### config.mk
export PLATFORM = sky130hd
export DESIGN_NAME = ps2_mouse_packet_cursor_queue
export DESIGN_NICKNAME = d
export VERILOG_FILES = /design/src/hw/rtl/ps2mq_pkg.sv /design/src/hw/rtl/ps2mq_ram.sv /design/src/hw/rtl/ps2mq_cursor.sv /design/src/hw/rtl/ps2_mouse_packet_cursor_queue.sv
export SDC_FILE = /design/constraint.sdc
export NUM_CORES = 2
export LEC_CHECK = 0
export BUFFER_PORTS_ARGS = -buffer_cell sky130_fd_sc_hd__buf_2
export CAP_MARGIN = 20
export CORE_UTILIZATION = 48
export CTS_BUF_LIST = sky130_fd_sc_hd__clkbuf_8
export CTS_CLUSTER_DIAMETER = 40
export CTS_CLUSTER_SIZE = 25
export DETAILED_ROUTE_END_ITERATION = 8
export SYNTH_ARGS = -nofsm -noshare
export SYNTH_HDL_FRONTEND = slang
export SYNTH_SLANG_ARGS = --single-unit
### constraint.sdc
create_clock -name i_clk -period 17.6 [get_ports i_clk]
set_clock_uncertainty 0.15 [all_clocks]
set_input_delay 4.4 -clock i_clk [delete_from_list [all_inputs] [get_ports i_clk]]
set_output_delay 4.4 -clock i_clk [all_outputs]
set_load 0.02 [all_outputs]
### src/hw/rtl/ps2mq_pkg.sv
// ----------------------------------------------------------------------------
// ps2mq_pkg
// Shared types, register indexes and cursor arithmetic for the PS/2 mouse
// packet decoder with its event queue.
// ----------------------------------------------------------------------------
package ps2mq_pkg;

    // Item kinds on the input stream
    typedef enum logic [1:0] {
        MODE_DATA  = 2'd0,   // byte from the mouse port
        MODE_FLUSH = 2'd1,   // controller buffer empty, burst ends
        MODE_READ  = 2'd2    // reader asks for one queued event
    } t_mode;

    // Configuration register indexes
    localparam logic [1:0] CFG_WIDTH  = 2'd0;
    localparam logic [1:0] CFG_HEIGHT = 2'd1;
    localparam logic [1:0] CFG_LEN    = 2'd2;

    localparam int CFG_AW = 2;
    localparam int CFG_DW = 13;

    // Field widths
    localparam int POS_W   = 12;
    localparam int SIZE_W  = 13;
    localparam int ENTRY_W = 32;   // status, x, y

    localparam logic [SIZE_W-1:0] SIZE_MAX  = 13'd4096;
    localparam logic [2:0]        LEN_SHORT = 3'd3;
    localparam logic [2:0]        LEN_LONG  = 3'd4;
    localparam logic [2:0]        BTN_MASK  = 3'd7;

    // Configuration as seen by the datapath
    typedef struct packed {
        logic [SIZE_W-1:0] width;
        logic [SIZE_W-1:0] height;
        logic [2:0]        pkt_len;
    } t_cfg;

    // Outcome of one accepted item in the packet framer
    typedef struct packed {
        logic               moved;   // packet completed with motion
        logic               push;    // button set, queue an event
        logic [ENTRY_W-1:0] entry;   // {y, x, status}
        logic [POS_W-1:0]   pos_x;   // cursor after this item
        logic [POS_W-1:0]   pos_y;
    } t_pkt_res;

    // Screen size with zero and oversize values pulled into range
    function automatic logic [SIZE_W-1:0] eff_size(input logic [SIZE_W-1:0] s);
        logic [SIZE_W-1:0] r;
        if (s == '0) begin
            r = 13'd1;
        end else if (s > SIZE_MAX) begin
            r = SIZE_MAX;
        end else begin
            r = s;
        end
        return r;
    endfunction

    // Move one axis by a signed delta and clamp to 0 .. size-1
    function automatic logic [POS_W-1:0] move_axis(input logic [POS_W-1:0] pos,
                                                   input logic [8:0]       delta,
                                                   input logic [SIZE_W-1:0] size);
        logic signed [13:0] n;
        logic signed [13:0] lim;
        logic [SIZE_W-1:0]  top;
        logic [POS_W-1:0]   r;
        n   = $signed({2'b00, pos}) + $signed({{5{delta[8]}}, delta});
        lim = $signed({1'b0, size});
        top = size - 13'd1;
        if (n >= lim) begin
            r = top[POS_W-1:0];
        end else if (n < 14'sd0) begin
            r = '0;
        end else begin
            r = n[POS_W-1:0];
        end
        return r;
    endfunction

endpackage

### src/hw/rtl/ps2mq_ram.sv
// ----------------------------------------------------------------------------
// ps2mq_ram
// Event store: simple dual-port RAM, one write and one registered read port.
// ----------------------------------------------------------------------------
module ps2mq_ram #(
    parameter int DEPTH = 64,
    parameter int AW    = 6,
    parameter int DW    = 32
) (
    input  logic          i_clk,
    input  logic          i_we,
    input  logic [AW-1:0] i_waddr,
    input  logic [DW-1:0] i_wdata,
    input  logic          i_re,
    input  logic [AW-1:0] i_raddr,
    output logic [DW-1:0] o_rdata
);

    logic [DW-1:0] r_mem [DEPTH];
    logic [DW-1:0] r_rdata;

    // Write port
    always_ff @(posedge i_clk) begin
        if (i_we) begin
            r_mem[i_waddr] <= i_wdata;
        end
    end

    // Read port, data held until the next read
    always_ff @(posedge i_clk) begin
        if (i_re) begin
            r_rdata <= r_mem[i_raddr];
        end
    end

    assign o_rdata = r_rdata;

endmodule

### src/hw/rtl/ps2mq_cursor.sv
// ----------------------------------------------------------------------------
// ps2mq_cursor
// Packet framer and cursor tracker: collects status, X and Y bytes, applies
// the motion with clamping and flags packets that carry a button press.
// ----------------------------------------------------------------------------
module ps2mq_cursor (
    input  logic                   i_clk,
    input  logic                   i_rst_n,
    input  logic                   i_en,      // item accepted this cycle
    input  ps2mq_pkg::t_mode       i_mode,
    input  logic [7:0]             i_byte,
    input  ps2mq_pkg::t_cfg        i_cfg,
    output ps2mq_pkg::t_pkt_res    o_res
);
    import ps2mq_pkg::*;

    logic [2:0]       r_cnt;
    logic [7:0]       r_status;
    logic [7:0]       r_dx;
    logic [7:0]       r_dy;
    logic [POS_W-1:0] r_pos_x;
    logic [POS_W-1:0] r_pos_y;

    logic [2:0]       n_cnt;
    logic [2:0]       cnt_inc;
    logic [2:0]       len_eff;
    logic             finish;
    logic [7:0]       dy_byte;
    logic [8:0]       dx_s;
    logic [8:0]       dy_s;
    logic             moved;
    logic [POS_W-1:0] n_pos_x;
    logic [POS_W-1:0] n_pos_y;

    // Packet length held to 3 or 4
    always_comb begin
        if (i_cfg.pkt_len < LEN_SHORT) begin
            len_eff = LEN_SHORT;
        end else if (i_cfg.pkt_len > LEN_LONG) begin
            len_eff = LEN_LONG;
        end else begin
            len_eff = i_cfg.pkt_len;
        end
    end

    assign cnt_inc = r_cnt + 3'd1;
    assign finish  = i_en && (i_mode == MODE_DATA) && (cnt_inc >= len_eff);

    // Y byte may arrive in the very cycle that completes the packet
    assign dy_byte = (r_cnt == 3'd2) ? i_byte : r_dy;
    assign dx_s    = {r_dx[7], r_dx};
    assign dy_s    = 9'd0 - {dy_byte[7], dy_byte};   // screen Y grows downwards
    assign moved   = finish && ((r_dx != 8'd0) || (dy_byte != 8'd0));

    // Cursor update with clamping
    always_comb begin
        n_pos_x = r_pos_x;
        n_pos_y = r_pos_y;
        if (moved) begin
            n_pos_x = move_axis(r_pos_x, dx_s, eff_size(i_cfg.width));
            n_pos_y = move_axis(r_pos_y, dy_s, eff_size(i_cfg.height));
        end
    end

    // Byte counter
    always_comb begin
        n_cnt = r_cnt;
        if (i_en) begin
            case (i_mode)
                MODE_DATA:  n_cnt = finish ? 3'd0 : cnt_inc;
                MODE_FLUSH: n_cnt = 3'd0;
                default:    n_cnt = r_cnt;
            endcase
        end
    end

    always_ff @(posedge i_clk) begin
        if (!i_rst_n) begin
            r_cnt    <= '0;
            r_status <= '0;
            r_dx     <= '0;
            r_dy     <= '0;
            r_pos_x  <= '0;
            r_pos_y  <= '0;
        end else begin
            r_cnt   <= n_cnt;
            r_pos_x <= n_pos_x;
            r_pos_y <= n_pos_y;
            if (i_en && (i_mode == MODE_DATA)) begin
                case (r_cnt)
                    3'd0:    r_status <= i_byte;
                    3'd1:    r_dx     <= i_byte;
                    3'd2:    r_dy     <= i_byte;
                    default: r_dy     <= r_dy;   // wheel byte ignored
                endcase
            end
        end
    end

    // Result of this item
    always_comb begin
        o_res.moved = moved;
        o_res.push  = finish && ((r_status[2:0] & BTN_MASK) != 3'd0);
        o_res.entry = {n_pos_y, n_pos_x, r_status};
        o_res.pos_x = n_pos_x;
        o_res.pos_y = n_pos_y;
    end

endmodule

### src/hw/rtl/ps2_mouse_packet_cursor_queue.sv
// ----------------------------------------------------------------------------
// ps2_mouse_packet_cursor_queue
// PS/2 mouse packet decoder: frames mouse bytes, tracks a clamped cursor and
// queues button events in a ring buffer that read transactions pop.
// ----------------------------------------------------------------------------
// Throughput: one transaction per cycle while m_axis_tready does not hold the
// output; the event RAM read port is registered, so each item passes one
// capture stage and one output register.
// Reset (synchronous, active low) clears cursor, framer, queue pointers and
// the output stage and loads 640 x 480, 3-byte packets; the event RAM is not
// cleared and no pass over it runs.
module ps2_mouse_packet_cursor_queue #(
    parameter int QUEUE_DEPTH = 64
) (
    input  logic                          i_clk,
    input  logic                          i_rst_n,
    // configuration write port
    input  logic                          i_cfg_we,
    input  logic [ps2mq_pkg::CFG_AW-1:0]  i_cfg_addr,
    input  logic [ps2mq_pkg::CFG_DW-1:0]  i_cfg_wdata,
    // input stream
    input  logic                          s_axis_tvalid,
    output logic                          s_axis_tready,
    input  logic [15:0]                   s_axis_tdata,   // [7:0] data_byte, [8] is_top_window
    input  logic [1:0]                    s_axis_tuser,   // [1:0] mode
    // result stream
    output logic                          m_axis_tvalid,
    input  logic                          m_axis_tready,
    output logic [63:0]                   m_axis_tdata,   // [7:0] event_status, [19:8] event_x,
                                                          // [31:20] event_y, [43:32] cursor_x,
                                                          // [55:44] cursor_y, [56] cursor_moved
    output logic [0:0]                    m_axis_tuser    // [0] event_valid
);
    import ps2mq_pkg::*;

    localparam int AW = $clog2(QUEUE_DEPTH);
    localparam logic [AW-1:0] IDX_LAST = AW'(QUEUE_DEPTH - 1);

    t_cfg             r_cfg;
    t_mode            in_mode;
    t_pkt_res         res;
    logic             accept;
    logic             pop;
    logic [AW-1:0]    r_wr_idx;
    logic [AW-1:0]    r_rd_idx;
    logic [ENTRY_W-1:0] rd_data;

    logic             r_s1_valid;
    logic             r_s1_ev_valid;
    logic             r_s1_moved;
    logic [POS_W-1:0] r_s1_cx;
    logic [POS_W-1:0] r_s1_cy;
    logic             s1_adv;

    logic             r_m_valid;
    logic [63:0]      r_m_tdata;
    logic             r_m_tuser;
    logic [ENTRY_W-1:0] ev;

    // Configuration registers
    always_ff @(posedge i_clk) begin
        if (!i_rst_n) begin
            r_cfg.width   <= 13'd640;
            r_cfg.height  <= 13'd480;
            r_cfg.pkt_len <= LEN_SHORT;
        end else if (i_cfg_we) begin
            case (i_cfg_addr)
                CFG_WIDTH:  r_cfg.width   <= i_cfg_wdata;
                CFG_HEIGHT: r_cfg.height  <= i_cfg_wdata;
                CFG_LEN:    r_cfg.pkt_len <= i_cfg_wdata[2:0];
                default:    r_cfg         <= r_cfg;
            endcase
        end
    end

    // Handshake and pipeline advance
    assign s1_adv        = r_s1_valid && (!r_m_valid || m_axis_tready);
    assign s_axis_tready = !r_s1_valid || s1_adv;
    assign accept        = s_axis_tvalid && s_axis_tready;
    assign in_mode       = t_mode'(s_axis_tuser);

    // Pop only for the top window with a non-empty queue
    assign pop = accept && (in_mode == MODE_READ) && s_axis_tdata[8]
                 && (r_wr_idx != r_rd_idx);

    ps2mq_cursor u_cursor (
        .i_clk   (i_clk),
        .i_rst_n (i_rst_n),
        .i_en    (accept),
        .i_mode  (in_mode),
        .i_byte  (s_axis_tdata[7:0]),
        .i_cfg   (r_cfg),
        .o_res   (res)
    );

    // Event store; a read never targets the entry written in the same cycle
    // when it matters, as a pop requires the queue to be non-empty
    ps2mq_ram #(
        .DEPTH (QUEUE_DEPTH),
        .AW    (AW),
        .DW    (ENTRY_W)
    ) u_ram (
        .i_clk   (i_clk),
        .i_we    (accept && res.push),
        .i_waddr (r_wr_idx),
        .i_wdata (res.entry),
        .i_re    (accept),
        .i_raddr (r_rd_idx),
        .o_rdata (rd_data)
    );

    // Ring pointers, no overrun check
    always_ff @(posedge i_clk) begin
        if (!i_rst_n) begin
            r_wr_idx <= '0;
            r_rd_idx <= '0;
        end else begin
            if (accept && res.push) begin
                r_wr_idx <= (r_wr_idx == IDX_LAST) ? '0 : r_wr_idx + AW'(1);
            end
            if (pop) begin
                r_rd_idx <= (r_rd_idx == IDX_LAST) ? '0 : r_rd_idx + AW'(1);
            end
        end
    end

    // Capture stage, waits for the RAM read data
    always_ff @(posedge i_clk) begin
        if (!i_rst_n) begin
            r_s1_valid <= 1'b0;
        end else if (accept) begin
            r_s1_valid <= 1'b1;
        end else if (s1_adv) begin
            r_s1_valid <= 1'b0;
        end
    end

    always_ff @(posedge i_clk) begin
        if (accept) begin
            r_s1_ev_valid <= pop;
            r_s1_moved    <= res.moved;
            r_s1_cx       <= res.pos_x;
            r_s1_cy       <= res.pos_y;
        end
    end

    // Output register
    assign ev = r_s1_ev_valid ? rd_data : '0;

    always_ff @(posedge i_clk) begin
        if (!i_rst_n) begin
            r_m_valid <= 1'b0;
        end else if (s1_adv) begin
            r_m_valid <= 1'b1;
        end else if (m_axis_tready) begin
            r_m_valid <= 1'b0;
        end
    end

    always_ff @(posedge i_clk) begin
        if (s1_adv) begin
            r_m_tdata <= {7'd0, r_s1_moved, r_s1_cy, r_s1_cx, ev};
            r_m_tuser <= r_s1_ev_valid;
        end
    end

    assign m_axis_tvalid   = r_m_valid;
    assign m_axis_tdata    = r_m_tdata;
    assign m_axis_tuser[0] = r_m_tuser;

`ifndef NO_ASSERTIONS
    // Every accepted item lands in the capture stage
    a_capture: assert property (@(posedge i_clk) disable iff (!i_rst_n)
        accept |=> r_s1_valid)
        else $error("accepted transaction not captured");

    // Queue pointers stay inside the ring
    a_ptr_range: assert property (@(posedge i_clk) disable iff (!i_rst_n)
        (r_wr_idx <= IDX_LAST) && (r_rd_idx <= IDX_LAST))
        else $error("queue pointer out of range");

    // A result without an event carries zero event fields
    a_no_event_zero: assert property (@(posedge i_clk) disable iff (!i_rst_n)
        (s1_adv && !r_s1_ev_valid) |=> (m_axis_tdata[31:0] == 32'd0))
        else $error("event fields not cleared");

    // Read pointer moves only on a pop of a non-empty queue
    a_pop_move: assert property (@(posedge i_clk) disable iff (!i_rst_n)
        !pop |=> $stable(r_rd_idx))
        else $error("read pointer moved without a pop");
`endif

endmodule

==> run_results.csv <==
group,metric,value,unit
layout,fin_area,98900,µm²
clock_network,cts-root-buf,"clkbuf_8",
synth,ys_warn_count,0,
route,wl,204000,µm
synth,synth_enable_flop_cells,2164,
route,drcViolationCount,0,
floorplan,start_util,48.5,%
clock_network,cts.hold.buffers_added,0,
timing,setup_tns,0,ns
worst_setup_path,crit_path_top_delay_cell,"nand3b_1",
worst_setup_path,critPathBufInv,2,
synth,ys_seq_elements,2256,
route,wl_per_cell,29.6,µm
layout,regArea,66900,µm²
synth,avgSynthCellArea,22.1,µm²
route,vias,41300,
power_and_ir_drop,power_density,103,nW/µm²
synth,ys_seq_area_share,75.8,%
layout,multi_input_area,21100,µm²
timing,rsz0062_at_grt,"no",
clock_network,cts.path.max_buffers,4,
floorplan,row_count,156,
synth,ys_types,76,
power_and_ir_drop,p_comb_share,1.4,%
grt,use_met3,4.71,%
floorplan,dieArea,185000,µm²
timing,setup_violations,0,
clock_network,cts_tree,"built",
timing,fin_crit,9.42,ns
worst_setup_path,end_kind,"output pin",
power_and_ir_drop,seqPwrFrac,57.5,%
layout,drive_above_1_share,33.0,%
clock_network,cts_buffers,301,
place,post-place-ws,7.12,ns
grt,grt_pass1_vias,41900,
grt,antenna_found_initial,22,
timing,fmax,106,MHz
clock_network,clock-sinks,2256,
floorplan,io_pins,105,
place,gp_congestion,0.831,
timing,fin_crit_sh,53.5,%
clock_network,cts_setup_buffers,0,
power_and_ir_drop,switchingPower,2.21,mW
layout,area_growth,12.3,%
worst_setup_path,critical_path_class,"input port to output pin",
floorplan,core,182000,µm²
place,placed_area,92400,µm²
clock_network,htreeDepth,5,
route,firstDrtPassIters,7,
worst_setup_path,startpoint_type,"input port",
timing,worst_slew_margin_rel,21.7,%
status,status,"complete, no violations",
power_and_ir_drop,switching_share,21.7,%
run,maxCapViolations,0,
worst_setup_path,critical-path-top-delay-family,"buffers and inverters",
power_and_ir_drop,p_total,10.1,mW
floorplan,die_h,430,µm
timing,worst_pin_slew,1.17,ns
place,dp_hpwl,112000,µm
grt,grt_max_degree,137,
synth,ys.flop_type,"edfxtp_1",
grt,grt_overflow,0,
power_and_ir_drop,vdd_drop_max,0.0000746,V
worst_setup_path,cp_max_fo,3,
grt,grt_pass1_wl,296000,µm
synth,synthArstFlopShare,0,%
worst_setup_path,crit_chain,"buf_2 > nand3b_1 > buf_2",
layout,finalCoreUtilization,54.5,%
worst_setup_path,arrival,4.87,ns
grt,globalRouteMet1Util,31.5,%
grt,gr-max-usage-layer,"met2",
worst_setup_path,crit_top_cell,"buf_2",
route,antenna_left,0,
clock_network,cts_resized,0,
clock_network,clk_latency,1.03,ns
timing,finalHoldViolations,0,
layout,fin_nets,4395,
synth,syn_area,88100,µm²
worst_setup_path,required,13.05,ns
route,drtIter0Drc,3986,
layout,fillers,13700,
power_and_ir_drop,p_int,7.94,mW
floorplan,die_width,430,µm
grt,grt_usage,22.3,%
place,port-buffer-count,90,
worst_setup_path,slowest_delay,0.18,ns
hold_path,hp-class,"register to register",
timing,slew_violations,0,
route,avgViaCountPerCell,5.98,
grt,use_met2,35.2,%
synth,syn_inst,3983,
timing,fin_ws,8.18,ns
power_and_ir_drop,leakage,30.4,nW
power_and_ir_drop,p_clk_share,41.1,%
clock_network,path_clk_slew,0.08,ns
==> cells in the mapped netlist, types with 37 or more instances <==
cell type	n	area, µm²
clkbuf_1	136	510
and2_1	53	332
edfxtp_1	2164	65000
buf_2	40	200
nand3_1	39	195
dfxtp_1	92	1840
nand2_1	160	601
a21boi_0	39	293
ha_1	52	651
o21ai_0	37	185
nor2_1	113	424
mux4_2	672	15100
==> metrics by stage <==
stage / hold slack (ns) / cells
finish: 0.269 / 6904
CTS: 0.270 / 6887
detailed placement: 0.255 / 6361
global placement: 0.252 / 6361
floorplan: 0.250 / 3989
global route: 0.270 / 6898
==> state kept, by name, indices dropped and copies added, names as in the netlist, named ones only <==
register,flops
m_axis_tvalid,1
r_wr_idx,6
r_s1_ev_valid,1
u_cursor.r_dy,7
r_rd_idx,6
m_axis_tdata,57
r_s1_moved,1
u_ram.r_mem,2048
u_ram.o_rdata,32
r_cfg,27
r_s1_cx,12
r_s1_valid,1
m_axis_tuser,1
r_s1_cy,12
u_cursor.r_pos_x,12
u_cursor.r_dx,8
u_cursor.r_status,8
u_cursor.r_cnt,3
u_cursor.r_pos_y,12
==> metal layers <==
metal	routed length, µm	share of wire, %	up-vias
li1	-	-	17400
met5	37	0.018	-
met3	14900	7.3	322
met2	98900	48	1409
met4	4830	2.4	6
met1	85400	42	22100
==> placed cells by master (no fill, tap or decap), drive strengths merged, types with 6 or more instances in the layout <==
cell / n
a21boi: 41
a21o: 14
a21oi: 34
a31oi: 6
and2: 53
buf: 223
bufinv: 24
clkbuf: 309
clkinv: 106
clkinvlp: 26
conb: 7
dfxtp: 92
diode: 8
edfxtp: 2164
ha: 52
inv: 93
mux2i: 18
mux4: 672
nand2: 161
nand2b: 10
nand3: 41
nand3b: 6
nand4: 9
nor2: 113
nor2b: 22
nor3: 20
o21ai: 45
o31ai: 16
or3: 6
or4: 7
xnor2: 36
xor2: 10
==> layout make-up <==
cell class	instances	area share (%)
clock buffers	309	4.30
repair buffers	223	1.59
flip-flops and latches	2256	67.6
multi-input cells	1489	21.3
diodes	8	0.0202
inverters	32	0.123
well taps	2370	3.00
clock inverters	217	2.10
==> logic make-up after synthesis <==
family | share of synthesized area (%)
flops | 75.8
mux | 17.4
simple gates | 2.56
buf+inv | 1.16
compound gates | 1.80
fa+ha+maj | 0.784
xor+xnor | 0.457
other cells | 0.00426
==> power groups by stage <==
stage / combinational (mW) / sequential, mW / clock (mW)
floorplan: 0.0785 / 5.96 / 0
global placement: 0.137 / 5.96 / 0
detailed placement: 0.139 / 5.96 / 0
CTS: 0.139 / 5.83 / 4.27
global route: 0.158 / 5.83 / 4.48
finish: 0.145 / 5.83 / 4.17
==> worst paths after layout <==
check,start,end,slack (ns),depth (start not counted)
max reg2reg,u_cursor.r_cnt[0]$_SDFFE_PN0P_,u_ram.r_mem[9][30]$_DFFE_PP_,10.68,24
min,r_s1_cy[8]$_DFFE_PP_,m_axis_tdata[52]$_DFFE_PP_,0.27,0
min reg2reg,r_s1_cy[8]$_DFFE_PP_,m_axis_tdata[52]$_DFFE_PP_,0.27,0
max,m_axis_tready,s_axis_tready,8.18,3
==> worst register-to-register path, delay by kind of cell, from the launching register on <==
family,cells,cell delay [ns]
and+or+nand+nor,5,1.02
adders and majority gates,3,0.92
buffers and inverters,3,0.72
DFF,1,0.37
AOI/OAI and AO/OA,11,2.76
xor gates and xnor gates,1,0.13
muxes,1,0.43
(Power assumes the default switching activity.)
